**config.mk**
```make
export PLATFORM = sky130hd
export DESIGN_NAME = multi_channel_event_timer_core
export DESIGN_NICKNAME = d
export VERILOG_FILES = /design/src/design/mcet_pkg.sv /design/src/design/mcet_divider.sv /design/src/design/multi_channel_event_timer_core.sv
export SDC_FILE = /design/constraint.sdc
export NUM_CORES = 2
export LEC_CHECK = 0
export ABC_AREA = 1
export BUFFER_PORTS_ARGS = -buffer_cell sky130_fd_sc_hd__buf_4
export CORE_MARGIN = 8
export CORE_UTILIZATION = 35
export CTS_BUF_LIST = sky130_fd_sc_hd__clkbuf_2 sky130_fd_sc_hd__clkbuf_4 sky130_fd_sc_hd__clkbuf_8
export CTS_CLUSTER_DIAMETER = 60
export DETAILED_ROUTE_END_ITERATION = 10
export HOLD_SLACK_MARGIN = 0.06
export MAX_ROUTING_LAYER = met4
export SYNTH_ARGS = -nofsm -noshare
export SYNTH_HDL_FRONTEND = slang
export SYNTH_SLANG_ARGS = --single-unit
export TNS_END_PERCENT = 20
```
**constraint.sdc**
```tcl
create_clock -name i_clk -period 16.39 [get_ports i_clk]
set_clock_uncertainty 0.2 [all_clocks]
set_input_delay 1.639 -clock i_clk [delete_from_list [all_inputs] [get_ports i_clk]]
set_output_delay 1.639 -clock i_clk [all_outputs]
set_load 0.03 [all_outputs]
```
**src/design/mcet_pkg.sv**
```systemverilog
// shared constants for the event timer core
package mcet_pkg;
    localparam int TABLE_DEPTH_DEF = 16;
    localparam int TICK_BITS_DEF   = 32;

    localparam logic [1:0] CMD_ADVANCE = 2'd0;
    localparam logic [1:0] CMD_CREATE  = 2'd1;
    localparam logic [1:0] CMD_CLEAR   = 2'd2;

    localparam logic [1:0] ST_OK   = 2'd0;
    localparam logic [1:0] ST_ZERO = 2'd1;
    localparam logic [1:0] ST_FULL = 2'd2;

    localparam logic KIND_FIRE   = 1'b0;
    localparam logic KIND_STATUS = 1'b1;
endpackage

```
**src/design/mcet_divider.sv**
```systemverilog
// restoring divider, one quotient bit per cycle
module mcet_divider #(
    parameter int W = mcet_pkg::TICK_BITS_DEF
) (
    input  logic         i_clk,
    input  logic         i_rst_n,
    input  logic         i_start,
    input  logic [W-1:0] i_num,
    input  logic [W-1:0] i_den,
    output logic         o_done,
    output logic [W-1:0] o_quo,
    output logic [W-1:0] o_rem
);
    localparam int CW = $clog2(W + 1);
    logic [W-1:0]  r_quo, r_rem, r_den;
    logic [CW-1:0] r_cnt;
    logic          r_busy, r_done;
    logic [W:0]    w_trial;

    assign w_trial = {r_rem, r_quo[W-1]} - {1'b0, r_den};

    always_ff @(posedge i_clk) begin
        if (!i_rst_n) begin
            r_busy <= 1'b0;
            r_done <= 1'b0;
            r_cnt  <= '0;
        end else begin
            r_done <= 1'b0;
            if (i_start) begin
                r_busy <= 1'b1;
                r_quo  <= i_num;
                r_rem  <= '0;
                r_den  <= i_den;
                r_cnt  <= CW'(W);
            end else if (r_busy) begin
                if (!w_trial[W]) begin
                    r_rem <= w_trial[W-1:0];
                    r_quo <= {r_quo[W-2:0], 1'b1};
                end else begin
                    r_rem <= {r_rem[W-2:0], r_quo[W-1]};
                    r_quo <= {r_quo[W-2:0], 1'b0};
                end
                r_cnt <= r_cnt - 1'b1;
                if (r_cnt == CW'(1)) begin
                    r_busy <= 1'b0;
                    r_done <= 1'b1;
                end
            end
        end
    end
    assign o_done = r_done;
    assign o_quo  = r_quo;
    assign o_rem  = r_rem;
endmodule

```
**src/design/multi_channel_event_timer_core.sv**
```systemverilog
// Event timer core. Holds up to TABLE_DEPTH timers in creation order in one
// synchronous table memory, read one entry per step through a registered port.
// Clear empties the table. Create scans the table for the id, then overwrites
// a match or appends a new timer. Advance walks every entry, sends an expiry
// report for each expired timer and uses the shared bit-serial divider for
// each expired periodic timer; results wait while the output stalls. One
// command is worked at a time; the next item is taken once the final status
// result is handed off.
module multi_channel_event_timer_core #(
    parameter int TABLE_DEPTH = mcet_pkg::TABLE_DEPTH_DEF,
    parameter int TICK_BITS   = mcet_pkg::TICK_BITS_DEF
) (
    input  logic        i_clk,
    input  logic        i_rst_n,
    input  logic        i_valid,
    output logic        o_stall,
    input  logic [1:0]  i_cmd,
    input  logic [7:0]  i_timer_id,
    input  logic [31:0] i_duration_ticks,
    input  logic        i_is_repeating,
    input  logic [31:0] i_delta_ticks,
    output logic        o_valid,
    input  logic        i_stall,
    output logic        o_kind,
    output logic [7:0]  o_fired_id,
    output logic [31:0] o_fired_duration,
    output logic        o_fired_repeating,
    output logic [31:0] o_fire_count,
    output logic [4:0]  o_timer_count,
    output logic [1:0]  o_status,
    output logic        o_last
);
    localparam int AW = (TABLE_DEPTH > 1) ? $clog2(TABLE_DEPTH) : 1;
    localparam int CW = $clog2(TABLE_DEPTH + 1);
    localparam int TW = TICK_BITS;
    localparam int DW = 8 + TW + TW + 1;
    localparam int DUR_IN = (TW < 32) ? TW : 32;

    typedef enum logic [3:0] {
        S_IDLE, S_RD, S_WAIT, S_EXAM, S_DIV, S_EMIT, S_WB, S_CREATE, S_STATUS, S_OUT
    } t_state;

    logic [DW-1:0] mem [TABLE_DEPTH];
    logic [DW-1:0] r_rdata;

    t_state        r_state;
    logic [CW-1:0] r_count, r_idx, r_wp, r_hit;
    logic          r_found;
    logic [1:0]    r_cmd, r_st;
    logic [7:0]    r_id;
    logic [TW-1:0] r_dur, r_delta;
    logic          r_rep;
    logic          r_keep;
    logic [TW-1:0] r_e_rem;
    logic [TW:0]   r_cnt;
    logic          r_we;
    logic [AW-1:0] r_waddr;
    logic [DW-1:0] r_wdata;
    logic          r_div_go;

    logic          r_ov, r_okind, r_orep, r_olast;
    logic [7:0]    r_oid;
    logic [31:0]   r_odur, r_ofc;
    logic [4:0]    r_otc;
    logic [1:0]    r_ost;

    logic [7:0]    w_eid;
    logic [TW-1:0] w_edur, w_erem;
    logic          w_erep;
    logic          w_div_done;
    logic [TW-1:0] w_quo, w_rem;
    logic [TW-1:0] w_over;

    assign {w_eid, w_edur, w_erem, w_erep} = r_rdata;
    assign w_over = r_delta - w_erem;

    mcet_divider #(.W(TW)) u_div (
        .i_clk(i_clk), .i_rst_n(i_rst_n), .i_start(r_div_go),
        .i_num(w_over), .i_den(w_edur),
        .o_done(w_div_done), .o_quo(w_quo), .o_rem(w_rem)
    );

    always_ff @(posedge i_clk) begin
        if (r_we) mem[r_waddr] <= r_wdata;
        r_rdata <= mem[r_idx[AW-1:0]];
    end

    logic w_out_free;
    assign w_out_free = !r_ov || !i_stall;
    assign o_stall = (r_state != S_IDLE);

    always_ff @(posedge i_clk) begin
        if (!i_rst_n) begin
            r_state  <= S_IDLE;
            r_count  <= '0;
            r_ov     <= 1'b0;
            r_we     <= 1'b0;
            r_div_go <= 1'b0;
            r_idx    <= '0;
        end else begin
            r_we     <= 1'b0;
            r_div_go <= 1'b0;
            if (r_ov && !i_stall) r_ov <= 1'b0;
            case (r_state)
                S_IDLE: begin
                    if (i_valid) begin
                        r_cmd   <= i_cmd;
                        r_id    <= i_timer_id;
                        r_dur   <= TW'(i_duration_ticks[DUR_IN-1:0]);
                        r_rep   <= i_is_repeating;
                        r_delta <= TW'(i_delta_ticks[DUR_IN-1:0]);
                        r_st    <= mcet_pkg::ST_OK;
                        r_idx   <= '0;
                        r_wp    <= '0;
                        r_found <= 1'b0;
                        case (i_cmd)
                            mcet_pkg::CMD_ADVANCE: r_state <= S_RD;
                            mcet_pkg::CMD_CREATE: begin
                                if (i_duration_ticks[DUR_IN-1:0] == '0) begin
                                    r_st    <= mcet_pkg::ST_ZERO;
                                    r_state <= S_STATUS;
                                end else begin
                                    r_state <= S_RD;
                                end
                            end
                            mcet_pkg::CMD_CLEAR: begin
                                r_count <= '0;
                                r_state <= S_STATUS;
                            end
                            default: r_state <= S_STATUS;
                        endcase
                    end
                end
                S_RD: begin
                    // read issued for r_idx; a pending write-back lands at a lower address
                    if (r_idx >= r_count) begin
                        r_state <= (r_cmd == mcet_pkg::CMD_CREATE) ? S_CREATE : S_STATUS;
                        if (r_cmd == mcet_pkg::CMD_ADVANCE) r_count <= r_wp;
                    end else begin
                        r_state <= S_WAIT;
                    end
                end
                S_WAIT: begin
                    r_state <= S_EXAM;
                end
                S_EXAM: begin
                    if (r_cmd == mcet_pkg::CMD_CREATE) begin
                        if (w_eid == r_id) begin
                            r_hit   <= r_idx;
                            r_found <= 1'b1;
                            r_state <= S_CREATE;
                        end else begin
                            r_idx   <= r_idx + 1'b1;
                            r_state <= S_RD;
                        end
                    end else if (r_delta >= w_erem) begin
                        if (w_erep && w_edur != '0) begin
                            r_div_go <= 1'b1;
                            r_state  <= S_DIV;
                        end else begin
                            r_keep  <= 1'b0;
                            r_cnt   <= (TW+1)'(1);
                            r_state <= S_EMIT;
                        end
                    end else begin
                        r_keep  <= 1'b1;
                        r_e_rem <= w_erem - r_delta;
                        r_state <= S_WB;
                    end
                end
                S_DIV: begin
                    if (w_div_done) begin
                        r_keep  <= 1'b1;
                        r_cnt   <= {1'b0, w_quo} + 1'b1;
                        r_e_rem <= w_edur - w_rem;
                        r_state <= S_EMIT;
                    end
                end
                S_EMIT: begin
                    if (w_out_free) begin
                        r_ov     <= 1'b1;
                        r_okind  <= mcet_pkg::KIND_FIRE;
                        r_oid    <= w_eid;
                        r_odur   <= 32'(w_edur);
                        r_orep   <= w_erep;
                        r_ofc    <= (r_cnt > (TW+1)'(33'hFFFF_FFFF)) ? 32'hFFFF_FFFF
                                                                     : 32'(r_cnt);
                        r_otc    <= '0;
                        r_ost    <= mcet_pkg::ST_OK;
                        r_olast  <= 1'b0;
                        r_state  <= S_WB;
                    end
                end
                S_WB: begin
                    if (r_keep) begin
                        r_we    <= 1'b1;
                        r_waddr <= r_wp[AW-1:0];
                        r_wdata <= {w_eid, w_edur, r_e_rem, w_erep};
                        r_wp    <= r_wp + 1'b1;
                    end
                    r_idx   <= r_idx + 1'b1;
                    r_state <= S_RD;
                end
                S_CREATE: begin
                    if (!r_found && r_count >= CW'(TABLE_DEPTH)) begin
                        r_st <= mcet_pkg::ST_FULL;
                    end else begin
                        r_we    <= 1'b1;
                        r_waddr <= r_found ? r_hit[AW-1:0] : r_count[AW-1:0];
                        r_wdata <= {r_id, r_dur, r_dur, r_rep};
                        if (!r_found) r_count <= r_count + 1'b1;
                    end
                    r_state <= S_STATUS;
                end
                S_STATUS: begin
                    if (w_out_free) begin
                        r_ov    <= 1'b1;
                        r_okind <= mcet_pkg::KIND_STATUS;
                        r_oid   <= '0;
                        r_odur  <= '0;
                        r_orep  <= 1'b0;
                        r_ofc   <= '0;
                        r_otc   <= 5'(r_count);
                        r_ost   <= r_st;
                        r_olast <= 1'b1;
                        r_state <= S_OUT;
                    end
                end
                S_OUT: begin
                    if (!r_ov || !i_stall) r_state <= S_IDLE;
                end
                default: r_state <= S_IDLE;
            endcase
        end
    end

    assign o_valid           = r_ov;
    assign o_kind            = r_okind;
    assign o_fired_id        = r_oid;
    assign o_fired_duration  = r_odur;
    assign o_fired_repeating = r_orep;
    assign o_fire_count      = r_ofc;
    assign o_timer_count     = r_otc;
    assign o_status          = r_ost;
    assign o_last            = r_olast;
endmodule

```
# ---- Word level (Yosys, flattened, before mapping)
# Memory sizes are Yosys's and may differ from the RTL's. A register that Yosys moved wholly into a read port is not among the register bits.
# Index checks and enable logic that the tools add are counted.
dict set report classes {
  add_sub_neg 9
  magnitude_cmp 4
  n_eq_ne 34
  n_mux 97
  n_bitwise 4
  reduce_logical 41
}
# op n
set op_table {}
lappend op_table {{two-way mux 32 bit} 11}
lappend op_table {{case mux 32 bit (2 select lines)} 3}
lappend op_table {{two-way mux 73 bit} 2}
lappend op_table {{case mux 73 bit (2 select lines)} 1}
lappend op_table {{two-way mux 33 bit} 4}
lappend op_table {{subtractor 32 bit} 3}
lappend op_table {{case mux 33 bit (2 select lines)} 1}
lappend op_table {{two-way mux 5 bit} 12}
lappend op_table {{two-way mux 4 bit} 13}
lappend op_table {{case mux 4 bit (10 select lines)} 1}
lappend op_table {{inequality test 2 bit, second input constant} 17}
lappend op_table {{adder 32 x 1 -> 33 bit, second input constant} 1}
lappend op_table {{> comparator 33 x 32 -> 1 bit, second input constant} 1}
lappend op_table {{subtractor 33 x 32 -> 33 bit} 1}
lappend op_table {{greater-or-equal comparator 32 bit} 1}
lappend op_table {{logical NOT 32 bit} 1}
lappend op_table {{nonzero test 32 bit} 1}
lappend op_table {{case mux 5 bit (3 select lines)} 2}
lappend op_table {{two-way mux 1 bit} 26}
lappend op_table {{AND reduction 4 bit} 6}
lappend op_table {{case mux 5 bit (2 select lines)} 2}
lappend op_table {{AND reduction 5 bit} 4}
lappend op_table {{== test 4 x 3 -> 1 bit, second input constant} 4}
lappend op_table {{two-way mux 8 bit} 2}
lappend op_table {{other kinds (36)} 69}
dict set report totals {
  ff_bits 432
  mem_bits_rw 1168
  inputBits 79
  elab_cells 224
  n_memories 1
}
# name words word_bits rd rd_clocked_by_memory_dff write_ports line
set mem_list {}
lappend mem_list {mem 16 73 1 1 1 multi_channel_event_timer_core.sv:43} ;# logic [DW-1:0] mem [TABLE_DEPTH];

# ---- Depth between registers and ports, before layout
dict set report logic_depth {
  word_depth 6
  mapped_depth 19
}

# ---- Cells and area by module
# From an unflattened synthesis, not the netlist that was laid out.
dict set report hier_totals {
  hier_cells 6363
  hier_area_um2 73212.7
}
# mod n_inst cells_each area_per_inst_um2
set by_module_without_submodules {}
lappend by_module_without_submodules {multi_channel_event_timer_core 1 5390 66143.4}
lappend by_module_without_submodules {mcet_divider 1 973 7069.3}

# ---- Worst setup path after synthesis
# OpenSTA, ideal clock, no wires.
dict set report synth_timing {
  path_type {input -> register}
  startpoint {in i_rst_n}
  endpoint {reg r_ofc[0], in the netlist o_fire_count[0], enable pin}
  setup_time_ps 620
  t_arrival_ps 7361
  required_ps 15570
  path_slack_ps 8210
  stages 2
  path_buffers 0
  path_cell_list {clkinv_1 nor3_1}
}
dict set report synth_via {
  elab_chain_cells 1
}
# item line
set synth_lines {}
lappend synth_lines {{start: declaration} multi_channel_event_timer_core.sv:14} ;# input logic i_rst_n,
lappend synth_lines {{AND reduction 4 bit (no line)} --}
lappend synth_lines {{end signal: assignment} multi_channel_event_timer_core.sv:186} ;# r_ofc <= (r_cnt > (TW+1)'(33'hFFFF_FFFF)) ? 32'hFFFF_FFFF
lappend synth_lines {{end: declaration} multi_channel_event_timer_core.sv:63} ;# logic [31:0] r_odur, r_ofc;
# Every way passes these cells.
# A chain may end at the register's enable or synchronous reset.

# ---- Worst setup path after layout
dict set report layout_timing {
  startpoint {reg r_state[3]}
  endpoint {reg r_wdata[33], enable pin}
}
dict set report layout_via {
  elab_chain_cells 3
  word_cells_on_any_way 6
  cone_classes {eq/ne: 4; reduce/logical: 2}
}
# item line
set layout_lines {}
lappend layout_lines {{start: declaration} multi_channel_event_timer_core.sv:46} ;# t_state r_state;
lappend layout_lines {{start signal: assignment} multi_channel_event_timer_core.sv:137} ;# r_state <= (r_cmd == mcet_pkg::CMD_CREATE) ? S_CREATE : S_STATUS;
lappend layout_lines {{== test 4 x 3 -> 1 bit} multi_channel_event_timer_core.sv:104} ;# case (r_state)
lappend layout_lines {{inequality test 2 bit (no line) / nonzero test 2 bit (equally long branches)} --}
lappend layout_lines {{AND reduction 4 bit (no line) (*)} --}
lappend layout_lines {{end signal: assignment} multi_channel_event_timer_core.sv:198} ;# r_wdata <= {w_eid, w_edur, r_e_rem, w_erep};
lappend layout_lines {{end signal: assignment} multi_channel_event_timer_core.sv:210} ;# r_wdata <= {r_id, r_dur, r_dur, r_rep};
lappend layout_lines {{end: declaration} multi_channel_event_timer_core.sv:58} ;# logic [DW-1:0] r_wdata;
# Mark *: on every way between the ends. The rest lies on a longest branch, timed or not.

==> out/results.ini <==
[timing]
slew_headroom = 0.1801
fin_crit_ns = 4.182
fin_setup_tns_ns = 0
finalHoldViolations = 0
rsz0062_at_grt = no
fmax_ghz = 0.2391
finalCritPeriodShare = 0.2552
drv_slew = 0
hold_slack_ns = 0.3050
worst_pin_slew_ns = 1.230
setup_violations = 0

[run]
drv_cap = 0

[die]
num_rows = 167
die_width_um = 471.1
die_area_mm2 = 0.2219
initial_core_util = 0.3511
die_h_um = 471.1
pin_count = 163
coreArea_mm2 = 0.2064

[drt]
routed-wl-met2_mm = 107.9
wirelength_mm = 227.5
vias_per_cell = 5.310
drtAntennaViolNets = 0
drt-initial-drc-count = 5100
wl_met3_mm = 15.51
highest_layer = met4
route.vias.total = 49810
post-route-drc-count = 0
firstDrtPassIters = 6
wl_met1_mm = 95.95
wl_per_cell_um = 24.26

[power_and_ir_drop]
max-vdd-ir-drop_mv = 0.08302
power.density_mw_per_mm2 = 114.0
combPwrFrac = 0.076
internal_power_uw = 7124
clkPwrFrac = 0.414
cellLeakagePower_uw = 0.02891
swShare = 0.2437
seqPwrFrac = 0.510
p_sw_uw = 2296

[final_layout]
multi_input_area_mm2 = 0.02048
fin_cells = 9381
n_fill_cell = 19560
syn2layout_area_growth_pct = 13.98
nets = 6672
seq_area_mm2 = 0.04927
layout-drive-gt1-share = 0.1302

[logic_synthesis]
synth_area_leader_cell = edfxtp_1
netlist_area_mm2 = 0.07248
syn_nets = 6412
synth_cells = 6192
synth.top_cell.area_share = 0.6526
ys.flop_type = edfxtp_1
synth_area_per_cell_um2 = 11.70
synth_seq_cells = 1673
synth.area.top_cells = edfxtp_1, nor2_1, nand2_1, o21ai_0, dfxtp_1
yosysMostFrequentCell = edfxtp_1
synthDistinctLibCells = 61
synth-async-reset-ratio = 0
synth_top_cells_by_count = edfxtp_1, nor2_1, nand2_1
synth_edf_count = 1575
ys_seq_area_frac = 0.6796
yosys_warnings = 0

[global_route]
track_usage = 0.2027
grt_pass1_vias = 48360
grt-ovfl-total = 0
grt_max_degree = 218
grt_pass1_wl_mm = 328.2
antenna_found_initial = 13

[clocking]
root_buffer = clkbuf_8
numCtsBuffers = 303
clock_latency_ns = 1.04
post-cts-setup-buffers = 0
cts_sinks = 1673
htree_levels = 5
clockBufferDepth = 4
hold_buffers = 0
cts_tree = yes
postCtsResizedCells = 0
clk_pin_slew_worst_paths_ns = 0.06

[worst_setup_path]
critPathLaunchType = register
critPathSlowestCell = buf_4
cpPeakStageDelay_ns = 0.70
critPathKind = reg2reg
cp_top_family = buffers and inverters
reg2reg_slack_ns = 12.21
crit_buf_inv = 6
crit_chain = inv_1 > nand2_1 > nor2_4 > buf_12 > inv_2 > a21oi_1 > inv_1 > a21oi_4 > buf_4 > buf_4
worstPathRequired_ns = 16.79
crit_path_max_fanout = 95
worstPathArrival_ns = 4.58
end_kind = register

[place]
dp_hpwl_mm = 145.1
post-place-cells = 8851
place_congestion = 0.9107
port_buffers = 162

[worst_hold_path]
hold_class = reg2reg

[status]
status = finished, final reports clean

==> kinds of logic after synthesis <==
family | count (synthesis) | share of synthesized area
AOI/OAI and AO/OA | 1180 | 0.1010
adders and majority gates | 141 | 0.02476
xor gates and xnor gates | 52 | 0.006284
muxes | 118 | 0.01630
and+or+nand+nor | 2301 | 0.1317
buffers and inverters | 727 | 0.04026
DFF | 1673 | 0.6796
==> worst min-delay path, cell delays in order (launching register included) <==
cell,delay [ns]
dfxtp_1,0.32
nor2_1,0.09
a211oi_1,0.05
==> layer usage <==
layer | up-vias | global-route usage
li1 | 22750 | -
met1 | 24830 | 0.2598
met2 | 1883 | 0.3259
met3 | 348 | 0.03603
met4 | 0 | 0.07113
met5 | - | -
==> power groups by stage <==
stage               Clock [uW]  Combinational [uW]  Sequential [uW]
global route              4160                 777             4800
CTS                       3980                 717             4800
detailed placement           0                 712             4890
finish                    3900                 717             4800
floorplan                    0                 394             4910
global placement             0                 712             4890
==> area by class of cell <==
class / count / share of cell area
Clock inverter: 84 / 0.006891
Inverter: 440 / 0.02016
Antenna cell: 4 / 0.0001212
Sequential cell: 1673 / 0.5964
Multi-Input combinational cell: 3792 / 0.2479
Tap cell: 2704 / 0.04095
Clock buffer: 442 / 0.06508
Timing Repair Buffer: 242 / 0.02245
==> per-stage QoR <==
stage	utilization	instance area (um2)	total power, uW	worst slack [ns]
floorplan	-	72480	5300	8.210
global placement	0.3713	76650	5600	11.77
detailed placement	0.3713	76650	5600	11.73
CTS	0.4001	82600	9496	12.21
global route	0.4002	82610	9744	11.98
finish	0.4002	82610	9420	12.21
==> cells in the final DEF (no fill, tap or decap), types with 177 or more instances in the layout <==
cell      Yosys  routed
o32ai_1     177     177
nand3_1     245     245
buf_4         5     239
a21oi_1     227     225
inv_1       426     423
edfxtp_1   1575    1575
nor2_1     1059    1040
nand2_1     795     795
clkbuf_8      0     329
o21ai_0     498     498
==> sequential cells by signal, summed over array words and instances, names as in the netlist, 6 cells and up <==
signal,cells
r_wdata,73
r_id,8
r_e_rem,32
u_div.o_rem,32
o_fire_count,32
u_div.o_quo,32
r_delta,32
u_div.r_den,32
o_fired_duration,32
r_cnt,33
r_rdata,73
r_dur,32
u_div.r_cnt,6
mem,1168
o_fired_id,8
==> final timing paths <==
| kind | to | from | depth (start not counted) |
|---|---|---|---|
| setup / recovery | r_wdata[33] | r_state[3] | 10 |
| hold / removal | u_div.r_cnt[1] | u_div.r_cnt[1] | 2 |
| setup reg to reg | r_wdata[33] | r_state[3] | 10 |
| hold reg to reg | u_div.r_cnt[1] | u_div.r_cnt[1] | 2 |
(Power assumes the default switching activity.)
